==> src/hw/rtl/plcpr_pkg.sv <==
`default_nettype none
package plcpr_pkg;

    localparam int COORD_W = 32;
    localparam int DIFF_W  = 34;
    localparam int MAG_W   = 33;
    localparam int LIM_W   = 16;

    localparam int ANG_W = 20;
    localparam logic signed [ANG_W-1:0] ANG_PI  = 20'sd205887;
    localparam logic signed [ANG_W+1:0] ANG_2PI = 22'sd411775;

    localparam int CORDIC_STEPS = 17;
    localparam int STEP_W       = $clog2(CORDIC_STEPS);
    localparam int TAB_W        = 16;
    localparam logic [TAB_W-1:0] ATAN_TAB [CORDIC_STEPS] = '{
        16'd51472, 16'd30385, 16'd16055, 16'd8150, 16'd4091, 16'd2047,
        16'd1024,  16'd512,   16'd256,   16'd128,  16'd64,   16'd32,
        16'd16,    16'd8,     16'd4,     16'd2,    16'd1
    };

    localparam int MUL_A_W = 50;
    localparam int DIG_W   = 16;
    localparam int MUL_B_W = 80;
    localparam int NDIG_W  = 3;
    localparam int ACC_W   = 104;

    typedef struct packed {
        logic [MUL_A_W-1:0] a;
        logic [MUL_B_W-1:0] b;
        logic [NDIG_W-1:0]  ndig;
        logic               neg;
        logic               clr;
    } t_mul_req;

    function automatic logic [MAG_W-1:0] f_mag(input logic signed [DIFF_W-1:0] v);
        logic [DIFF_W-1:0] m;
        m = v[DIFF_W-1] ? DIFF_W'(-v) : DIFF_W'(v);
        return m[MAG_W-1:0];
    endfunction

endpackage
`default_nettype wire

==> src/hw/rtl/plcpr_mul.sv <==
`default_nettype none
module plcpr_mul (
    input  wire logic                                i_clk,
    input  wire logic                                i_rst_n,
    input  wire logic                                i_start,
    input  wire plcpr_pkg::t_mul_req                 i_req,
    output logic signed [plcpr_pkg::ACC_W-1:0]       o_acc,
    output logic                                     o_done
);
    import plcpr_pkg::*;

    localparam int PROD_W = MUL_A_W + DIG_W;
    localparam int SH_W   = $clog2(MUL_B_W / DIG_W);

    logic                    r_busy;
    logic                    r_pvalid;
    logic                    r_pneg;
    logic                    r_neg;
    logic                    r_done;
    logic [MUL_A_W-1:0]      r_a;
    logic [MUL_B_W-1:0]      r_b;
    logic [NDIG_W-1:0]       r_left;
    logic [SH_W-1:0]         r_dig;
    logic [SH_W-1:0]         r_psh;
    logic [PROD_W-1:0]       r_prod;
    logic signed [ACC_W-1:0] r_acc;

    logic [ACC_W-1:0]        w_ext;
    logic [ACC_W-1:0]        w_term;

    assign w_ext  = ACC_W'(r_prod);
    assign w_term = w_ext << {r_psh, {$clog2(DIG_W){1'b0}}};

    always_ff @(posedge i_clk) begin
        if (!i_rst_n) begin
            r_busy   <= 1'b0;
            r_pvalid <= 1'b0;
            r_done   <= 1'b0;
        end else begin
            r_done <= 1'b0;
            if (r_pvalid) begin
                r_acc <= r_pneg ? r_acc - signed'(w_term) : r_acc + signed'(w_term);
            end
            if (i_start && !r_busy) begin
                r_a      <= i_req.a;
                r_b      <= i_req.b;
                r_left   <= i_req.ndig;
                r_neg    <= i_req.neg;
                r_dig    <= '0;
                r_pvalid <= 1'b0;
                r_busy   <= 1'b1;
                if (i_req.clr) begin
                    r_acc <= '0;
                end
            end else if (r_busy) begin
                if (r_left != '0) begin
                    // one 16-bit digit of b per beat, lsb first
                    r_prod   <= PROD_W'(r_a) * PROD_W'(r_b[DIG_W-1:0]);
                    r_psh    <= r_dig;
                    r_pneg   <= r_neg;
                    r_dig    <= r_dig + 1'b1;
                    r_left   <= r_left - 1'b1;
                    r_b      <= r_b >> DIG_W;
                    r_pvalid <= 1'b1;
                end else begin
                    r_pvalid <= 1'b0;
                    r_busy   <= 1'b0;
                    r_done   <= 1'b1;
                end
            end
        end
    end

    assign o_acc  = r_acc;
    assign o_done = r_done;

endmodule
`default_nettype wire

==> config.mk <==
export PLATFORM = sky130hd
export DESIGN_NAME = plcpr_mul
export DESIGN_NICKNAME = d
export VERILOG_FILES = /design/src/hw/rtl/plcpr_pkg.sv /design/src/hw/rtl/plcpr_mul.sv
export SDC_FILE = /design/constraint.sdc
export NUM_CORES = 2
export LEC_CHECK = 0
export BUFFER_PORTS_ARGS = -buffer_cell sky130_fd_sc_hd__buf_2
export CORE_MARGIN = 4
export CORE_UTILIZATION = 28
export CTS_BUF_LIST = sky130_fd_sc_hd__clkbuf_16
export CTS_CLUSTER_DIAMETER = 200
export DETAILED_ROUTE_END_ITERATION = 16
export PLACE_DENSITY = 0.45
export SETUP_SLACK_MARGIN = 0.1
export SYNTH_ARGS = -nofsm -noshare
export SYNTH_HDL_FRONTEND = slang
export SYNTH_SLANG_ARGS = --single-unit
==> constraint.sdc <==
create_clock -name i_clk -period 18.6 [get_ports i_clk]
set_input_delay 1.86 -clock i_clk [delete_from_list [all_inputs] [get_ports i_clk]]
set_output_delay 1.86 -clock i_clk [all_outputs]
set_load 0.005 [all_outputs]
==> summary.txt <==
GRT
  • First-pass GRT wire length: 262,000 µm
  • Total global-route track usage: approximately a fifth
  • Number of global-route vias before repair: 40,500
  • Gr ovfl total: 0
  • Initial antenna violation count: 9
  • Largest net degree at the start of global routing: between 90 and 100

Timing
  • FMAX: between 100 and 150 MHz
  • Clock skew: just under 0.07 ns
  • Final setup violation count: 0
  • Final Max Tran Viols: 0
  • Final period utilization: around 47%
  • Max_slew headroom: roughly 17%
  • RSZ-0062 raised after global routing: false
  • Worst slew pin tran: about 1.2 ns
  • Minimum clock period: 8.81 ns
  • Total negative slack: 0 ns
  • Final Hold Vio Count: 0

Worst setup path
  • Worst Setup SP: r_psh[0]$_DFFE_PP_
  • Endpoint type of the worst setup path: register
  • Startpoint types: register
  • Worst EP required: between 15 and 20 ns
  • Max Fanout on Critical Path: 79
  • Worst r2r src: r_psh[0]$_DFFE_PP_
  • Crit Path Category: register to register
  • Critical Path AT: just over 9 ns

Synth
  • Unique masters post-synth: between 80 and 90
  • Most common flop cell mapped by yosys: edfxtp_1
  • Syn avg cell area: just under 9 µm²
  • Yosys Warn Count: 0
  • Area share of the largest cell type after synthesis: 27.7%
  • Async set-reset flop share out of synthesis: 0%
  • Post-synthesis sequential area ratio: between 10% and 20%
  • Cell taking the most area after synthesis: fa_1
  • Synth Cell Area: around 48,000 µm²
  • Syn_nets: 6,523
  • Syn Inst Count: ~5,500
  • #FFs+latches synth: 314
  • Post-synth EDFFs: 311
  • Top post-synthesis cells by area: fa_1, edfxtp_1, ha_1, nand2_1, inv_1

Place
  • DP HPWL: between 100,000 and 150,000 µm
  • # placed instances: 7,782
  • GPL Wtd Cong: 0.952
  • Port-buffer cells: approximately 240

Min path
  • Hold path startpoint: r_busy$_SDFF_PN0_
  • HP Class: register to register

Finish
  • Share of layout cells above drive strength 1: under 10%
  • Most frequent cells in the layout: nand2_1, inv_1, fa_1, edfxtp_1, nor2_1
  • Nets: between 6,000 and 7,000
  • Area Overhead vs Synth: 10.4%
  • Post-Layout Cell Count: around 7,900
  • Final Util: approximately 31%
  • Commonest non-fill, non-tap cell in the layout: nand2_1

Floorplan
  • Initial core utilization: 28.2%
  • Die height: 424 µm
  • Row cnt: roughly 150
  • Core Area: 172,000 µm²
  • Die area: 180,000 µm²
  • Die Wd: between 400 and 500 µm
  • IO Count: about 240

Job
  • Max cap viols: 0

Clocking
  • Clk_lat worst skew: roughly 0.7 ns
  • Hold buffer count at cts: 0
  • CTS tree: done
  • Clk buf depth: 3
  • Clock transition at the registers of the reported paths: 0.06 ns
  • Root Driver: clkbuf_16
  • CTS Buf Count: between 40 and 50
  • PostCTS Resize Cnt: 0
  • Setup Fix Bufs, Post-CTS: 0
  • Clk sinks: roughly 310
  • H-tree levels: 2

Detailed routing
  • DRT Pass-1 Iters: 5
  • DRT iter0 DRCs: between 2,000 and 3,000
  • Drt wl/cell: 22.0 µm
  • Routed Antenna Nets: 0
  • Via density: 4.96
  • Routed WL: 173,000 µm
  • DR vias: around 40,000
  • Residual DRC count: 0

Status
  • Status: finished, final reports clean
worst paths after layout:
check | end | slack (ns) | cells past startpoint
worst max-delay path | o_acc[102]$_DFFE_PP_ | 9.79 | 25
worst min-delay path | o_done$_SDFF_PP0_ | 0.50 | 2
worst max register to register | o_acc[102]$_DFFE_PP_ | 9.79 | 25
worst min register to register | o_done$_SDFF_PP0_ | 0.50 | 2
flip-flops by register name (all words and copies together), names as in the netlist:
register  count
o_acc       104
r_b          80
r_prod       66
r_a          50
r_dig         3
r_left        3
r_psh         3
o_done        1
r_busy        1
r_neg         1
r_pneg        1
r_pvalid      1
cell type report:
class | instances | area (µm²)
inverters | 779 | 2920
fillers | 18300 | 118000
flip-flops and latches | 314 | 9400
diodes | 2 | 5.00
clock inverters | 38 | 404
well taps | 2310 | 2890
repair buffers | 327 | 1850
multi-input cells | 4052 | 34900
clock buffers | 44 | 1100
synthesized netlist by cell type, types with 38 or more instances:
library cell and n:
fa_1 671, nand3_1 38, ha_1 245, mux2_2 83, nor2_1 303, o21bai_1 39
mux2i_1 105, o21ai_0 166, inv_1 777, nand4_1 69, clkbuf_1 283, a21oi_1 289
a21o_1 130, xnor2_1 123, xor2_1 108, nor3_1 82, and2_1 303, nand2_1 808
a31oi_1 40, edfxtp_1 311
through the flow:
stage	hold slack, ns	worst slack, ns	instance area [µm²]
5_1_grt	0.522	9.12	53500
3_3_place_gp	0.457	8.89	52000
2_1_floorplan	0.400	11.10	48500
4_1_cts	0.504	9.75	53500
3_5_place_dp	0.468	9.78	52000
6_report	0.499	9.79	53500
routing by layer:
layer	share of wire (%)	up-vias	wire length, µm	GRT usage, %
li1	-	18000	-	-
met2	48	1013	84000	32.6
met3	5.0	181	8660	2.62
met4	2.0	8	3450	3.73
met5	0.029	-	50	0
met1	45	19800	77200	25.7
critical path: stages, from the launching register on:
cell	delay, ns
edfxtp_1	0.32
buf_4	0.68
buf_4	0.61
mux2i_1	0.35
nand2_1	0.10
o32a_4	0.38
o41a_1	0.49
nor4_1	0.57
nor2b_1	0.28
and2_1	0.21
o2111a_1	0.24
o21ai_0	0.11
o21ai_0	0.25
xnor2_1	0.13
ha_1	0.42
nand4_1	0.22
or3_1	0.39
nor4_1	0.42
and4_1	0.37
o2111ai_1	0.42
a21oi_1	0.40
o21ai_0	0.25
a21oi_1	0.40
a21boi_0	0.20
xor2_1	0.16
a21oi_1	0.08
kinds of logic after synthesis:
group / share of synthesized area (%)
fa+ha+maj: 34.0
xor+xnor: 4.17
simple gates: 17.2
compound gates: 12.4
buf+inv: 8.62
mux: 4.13
flops: 19.4
Power is left out: the tool's default activity adds up to more than one toggle a clock period on the data nets, which glitch-free logic cannot reach.
