==> config.mk <==
export PLATFORM = sky130hd
export DESIGN_NAME = plcpr_cordic
export DESIGN_NICKNAME = d
export VERILOG_FILES = /design/src/hw/rtl/plcpr_pkg.sv /design/src/hw/rtl/plcpr_cordic.sv
export SDC_FILE = /design/constraint.sdc
export NUM_CORES = 1
export LEC_CHECK = 0
export BUFFER_PORTS_ARGS = -buffer_cell sky130_fd_sc_hd__buf_2
export CORE_ASPECT_RATIO = 1.2
export CORE_MARGIN = 2
export CORE_UTILIZATION = 62
export DETAILED_ROUTE_END_ITERATION = 7
export HOLD_SLACK_MARGIN = 0.06
export PLACE_DENSITY = 0.8
export SETUP_SLACK_MARGIN = 0.3
export SKIP_CTS_REPAIR_TIMING = 1
export SYNTH_ARGS = -nofsm -noshare
export SYNTH_HDL_FRONTEND = slang
export SYNTH_SLANG_ARGS = --single-unit
==> constraint.sdc <==
create_clock -name i_clk -period 13.5 [get_ports i_clk]
set_input_delay 1.35 -clock i_clk [delete_from_list [all_inputs] [get_ports i_clk]]
set_output_delay 1.35 -clock i_clk [all_outputs]
set_load 0.005 [all_outputs]
==> src/hw/rtl/plcpr_pkg.sv <==
`default_nettype none
package plcpr_pkg;

    localparam int COORD_W = 32;
    localparam int DIFF_W  = 34;
    localparam int MAG_W   = 33;
    localparam int LIM_W   = 16;

    localparam int ANG_W = 20;
    localparam logic signed [ANG_W-1:0] ANG_PI  = 20'sd205887;
    localparam logic signed [ANG_W+1:0] ANG_2PI = 22'sd411775;

    localparam int CORDIC_STEPS = 17;
    localparam int STEP_W       = $clog2(CORDIC_STEPS);
    localparam int TAB_W        = 16;
    localparam logic [TAB_W-1:0] ATAN_TAB [CORDIC_STEPS] = '{
        16'd51472, 16'd30385, 16'd16055, 16'd8150, 16'd4091, 16'd2047,
        16'd1024,  16'd512,   16'd256,   16'd128,  16'd64,   16'd32,
        16'd16,    16'd8,     16'd4,     16'd2,    16'd1
    };

    localparam int MUL_A_W = 50;
    localparam int DIG_W   = 16;
    localparam int MUL_B_W = 80;
    localparam int NDIG_W  = 3;
    localparam int ACC_W   = 104;

    typedef struct packed {
        logic [MUL_A_W-1:0] a;
        logic [MUL_B_W-1:0] b;
        logic [NDIG_W-1:0]  ndig;
        logic               neg;
        logic               clr;
    } t_mul_req;

    function automatic logic [MAG_W-1:0] f_mag(input logic signed [DIFF_W-1:0] v);
        logic [DIFF_W-1:0] m;
        m = v[DIFF_W-1] ? DIFF_W'(-v) : DIFF_W'(v);
        return m[MAG_W-1:0];
    endfunction

endpackage
`default_nettype wire

==> src/hw/rtl/plcpr_cordic.sv <==
`default_nettype none
module plcpr_cordic (
    input  wire logic                                 i_clk,
    input  wire logic                                 i_rst_n,
    input  wire logic                                 i_start,
    input  wire logic signed [plcpr_pkg::DIFF_W-1:0]  i_x,
    input  wire logic signed [plcpr_pkg::DIFF_W-1:0]  i_y,
    output logic signed [plcpr_pkg::ANG_W-1:0]        o_angle,
    output logic                                      o_done
);
    import plcpr_pkg::*;

    localparam int VW        = 46;
    localparam int NORM_BIT  = 40;
    localparam int COARSE_BIT = 32;
    localparam int COARSE_SH = 8;

    typedef enum logic [1:0] {C_IDLE, C_NORM, C_ITER} t_cstate;

    t_cstate                 r_state;
    logic signed [VW-1:0]    r_x;
    logic signed [VW-1:0]    r_y;
    logic signed [ANG_W-1:0] r_z;
    logic [STEP_W-1:0]       r_i;
    logic                    r_done;

    logic signed [VW-1:0]    w_xe;
    logic signed [VW-1:0]    w_ye;
    logic signed [VW-1:0]    w_ay;
    logic [VW-1:0]           w_mx;
    logic signed [VW-1:0]    w_xs;
    logic signed [VW-1:0]    w_ys;
    logic signed [ANG_W-1:0] w_t;

    always_comb begin
        w_xe = VW'(i_x);
        w_ye = VW'(i_y);
        w_ay = r_y[VW-1] ? -r_y : r_y;
        w_mx = (r_x > w_ay) ? r_x : w_ay;
        w_xs = r_x >>> r_i;
        w_ys = r_y >>> r_i;
        w_t  = signed'({{(ANG_W-TAB_W){1'b0}}, ATAN_TAB[r_i]});
    end

    always_ff @(posedge i_clk) begin
        if (!i_rst_n) begin
            r_state <= C_IDLE;
            r_done  <= 1'b0;
        end else begin
            r_done <= 1'b0;
            unique case (r_state)
                C_IDLE: begin
                    if (i_start) begin
                        // left half plane: rotate by pi first
                        if (i_x[DIFF_W-1]) begin
                            r_x <= -w_xe;
                            r_y <= -w_ye;
                            r_z <= i_y[DIFF_W-1] ? -ANG_PI : ANG_PI;
                        end else begin
                            r_x <= w_xe;
                            r_y <= w_ye;
                            r_z <= '0;
                        end
                        r_state <= C_NORM;
                    end
                end
                C_NORM: begin
                    if (w_mx[VW-1:NORM_BIT] != '0) begin
                        r_i     <= '0;
                        r_state <= C_ITER;
                    end else if (w_mx[VW-1:COARSE_BIT] == '0) begin
                        r_x <= r_x <<< COARSE_SH;
                        r_y <= r_y <<< COARSE_SH;
                    end else begin
                        r_x <= r_x <<< 1;
                        r_y <= r_y <<< 1;
                    end
                end
                C_ITER: begin
                    if (!r_y[VW-1]) begin
                        r_x <= r_x + w_ys;
                        r_y <= r_y - w_xs;
                        r_z <= r_z + w_t;
                    end else begin
                        r_x <= r_x - w_ys;
                        r_y <= r_y + w_xs;
                        r_z <= r_z - w_t;
                    end
                    if (r_i == STEP_W'(CORDIC_STEPS - 1)) begin
                        r_done  <= 1'b1;
                        r_state <= C_IDLE;
                    end else begin
                        r_i <= r_i + 1'b1;
                    end
                end
                default: r_state <= C_IDLE;
            endcase
        end
    end

    assign o_angle = r_z;
    assign o_done  = r_done;

endmodule
`default_nettype wire

==> results_dict.tcl <==
set metrics [dict create \
    htreeDepth 4 \
    avgSynthCellArea_um2 8.40 \
    insertion_delay_ps 480 \
    synth_ff_type "edfxtp_1" \
    area_growth_pct 4.25 \
    die_height_um 224 \
    violations "max-capacitance violations, max-slew violations" \
    leakage_nw 9.86 \
    worstMarginPinSlew_ps 1530 \
    gp_congestion 1.09 \
    peakVddDrop_v 0.000315 \
    finalNonFillerCells 3457 \
    ant_nets 0 \
    drtIter0Drc 4039 \
    post_drt_wl_per_cell_um 29.2 \
    critPathKind "flop to flop" \
    hold_path_class "flop to flop" \
    timing.hold.ws_ps 546 \
    dp.cells 3422 \
    die_w_um 187 \
    drc_errors 0 \
    hold_viol_final 0 \
    synthCells 2977 \
    root_buffer "clkbuf_16" \
    drt_pass1_iterations 7 \
    portBuffers 91 \
    clk_pin_slew_worst_paths_ps 70 \
    start_kind "flop" \
    grt.total_usage_pct 47.2 \
    synth.distinct_cells 102 \
    grt_pass1_vias 24700 \
    dpl.hpwl_um 73700 \
    ys_seq_area_share_pct 14.3 \
    antenna_found_initial 3 \
    pin_count 92 \
    yosysTopAreaCell "edfxtp_1" \
    grt_pass1_wl_um 151000 \
    cap_violations 1 \
    final_nets 3157 \
    syn_nets 3226 \
    fin_tns_setup_ps 0 \
    cts_tree "built" \
    synthArstFlopShare_pct 0 \
    ys_top_cells_by_area "edfxtp_1 14%, mux4_2 12%, ha_1 8.8%" \
    place_ws_ps 5100 \
    yosys_warnings 0 \
    num_vias 26300 \
    synth_edf_count 117 \
    max-clock-path-buffers 2 \
    dpl_cell_area_mm2 0.0255 \
    slew_viol_final 4 \
    grt_overflow_total 0 \
    synth_area_mm2 0.0250 \
    rows 80 \
    initial_core_util_pct 63.0 \
    viasPerCell 7.60 \
    synth_top_area_share_pct 14.0 \
    critical_path.max_fanout 48 \
    fin_crit_sh_pct 65.6 \
    setup_viol 0 \
    wl_um 101000 \
    fin_ws_ps 4650 \
    finalClockSkew_ps 10.5 \
    numCtsBuffers 17 \
    critPathArrivalTime_ps 9070 \
    grt_max_degree 164 \
    cts_sinks 120 \
    rsz0062_at_grt "false" \
    die_area_mm2 0.0420 \
    yosys_register_bits 120 \
    worstPathRequired_ps 13720 \
    drive_gt1_share_pct 13.5 \
    cellPowerDensity_mw_per_mm2 294 \
    core_mm2 0.0397 \
    fmax_mhz 113 \
    min_period_ps 8850 \
    status "finished with violations" \
    maxSlewHeadroom_pct -4.49 \
    setup.worst_path.end_class "flop" \
    fin_area_mm2 0.0261 \
]
==> metrics by stage <==
stage,util [%],total power [W]
after floorplan,-,0.00531
after global placement,64.1,0.00676
after detailed placement,64.1,0.00687
after CTS,65.6,0.00742
after global routing,65.6,0.00810
final,65.6,0.00768
==> state kept, by name, summed over array words and instances (netlist names) <==
signal and cells:
r_state 2, r_y 46, o_done 1, r_i 5
o_angle 20, r_x 46
==> final timing paths <==
check	cells after the start	start	to	slack, ps
hold reg to reg	2	r_state[0]$_SDFFE_PN0P_	r_state[0]$_SDFFE_PN0P_	550
hold / removal	2	r_state[0]$_SDFFE_PN0P_	r_state[0]$_SDFFE_PN0P_	550
setup / recovery	22	r_i[0]$_SDFFCE_PN0P_	r_y[42]$_DFFE_PP_	4650
setup reg to reg	22	r_i[0]$_SDFFCE_PN0P_	r_y[42]$_DFFE_PP_	4650
==> routing by layer <==
layer | track usage [%] | wire length (µm) | vias up | part of all wire, %
met3 | 13.4 | 13400 | 511 | 13
met2 | 72.2 | 43900 | 2112 | 43
met1 | 58.4 | 36100 | 12400 | 36
li1 | - | - | 11300 | -
met5 | 0 | 9 | - | 0.0089
met4 | 30.7 | 7580 | 2 | 7.5
==> cells in the final DEF (no fill, tap or decap), drive strengths merged, types with 74 or more instances in the layout <==
cell and count:
xnor2 144, nand2 256, buf 143, inv 74
nor2 230, mux4 128, xor2 142, a21oi 215
edfxtp 117, mux2i 177, o21ai 172, ha 175
==> cells by family after synthesis <==
group                      synth area share (%)
buffers and inverters                      5.56
adders and majority gates                  8.99
muxes                                      21.4
DFF                                        14.3
and+or+nand+nor                            16.1
AOI/OAI and AO/OA                          23.6
xor gates and xnor gates                   10.1
==> report_power, final <==
group / internal [W] / switching [W] / total [W]
registers: 0.000613 / 0.000390 / 0.00100
clock network: 0.000289 / 0.000211 / 0.000500
logic: 0.00249 / 0.00369 / 0.00618
total: 0.00339 / 0.00429 / 0.00768
==> area by class of cell <==
type                            instances  area (µm²)
Inverter                               74         278
Timing Repair Buffer                  143         871
Tap cell                              533         667
Clock inverter                         15         179
Antenna cell                            3        7.51
Clock buffer                           17         425
Fill cell                            3385       13700
Sequential cell                       120        3570
Multi-Input combinational cell       2552       20100
==> cells in the mapped netlist (22+ instances only) <==
| cell type | count |
|---|---|
| o22ai_1 | 47 |
| nand2b_1 | 36 |
| buf_2 | 32 |
| o21ai_0 | 149 |
| o21ai_1 | 23 |
| or3_1 | 28 |
| edfxtp_1 | 117 |
| nor3_1 | 40 |
| ha_1 | 175 |
| xnor2_1 | 144 |
| o221ai_1 | 45 |
| nor2b_1 | 30 |
| nand4_1 | 36 |
| o31ai_1 | 30 |
| and2_1 | 22 |
| a22oi_1 | 31 |
| inv_1 | 67 |
| a221oi_1 | 23 |
| nand3_1 | 53 |
| xor2_1 | 142 |
| a21oi_1 | 214 |
| mux2_2 | 45 |
| clkbuf_1 | 134 |
| mux2i_1 | 177 |
| buf_1 | 32 |
| a31oi_1 | 37 |
| o21a_1 | 22 |
| mux4_2 | 128 |
| a21o_1 | 61 |
| nand2_1 | 255 |
| nor2_1 | 230 |
==> critical path, cell delays in order (launching register included) <==
cell and delay [ps]:
edfxtp_1 700, buf_4 690, mux4_2 690, a32oi_1 240, o21ai_0 100, a221oi_1 800, nand4_1 300, nor3b_1 410
and3_1 450, inv_1 110, o21a_1 210, xor2_1 150, ha_1 400, and4_1 240, nand3_1 140, a2111oi_0 1300
o211ai_1 410, a21o_1 280, o21ai_0 200, a21oi_1 130, nor2b_1 160, nor2_1 60, or3_1 370
No activity file was read; power rests on OpenSTA's default activity.
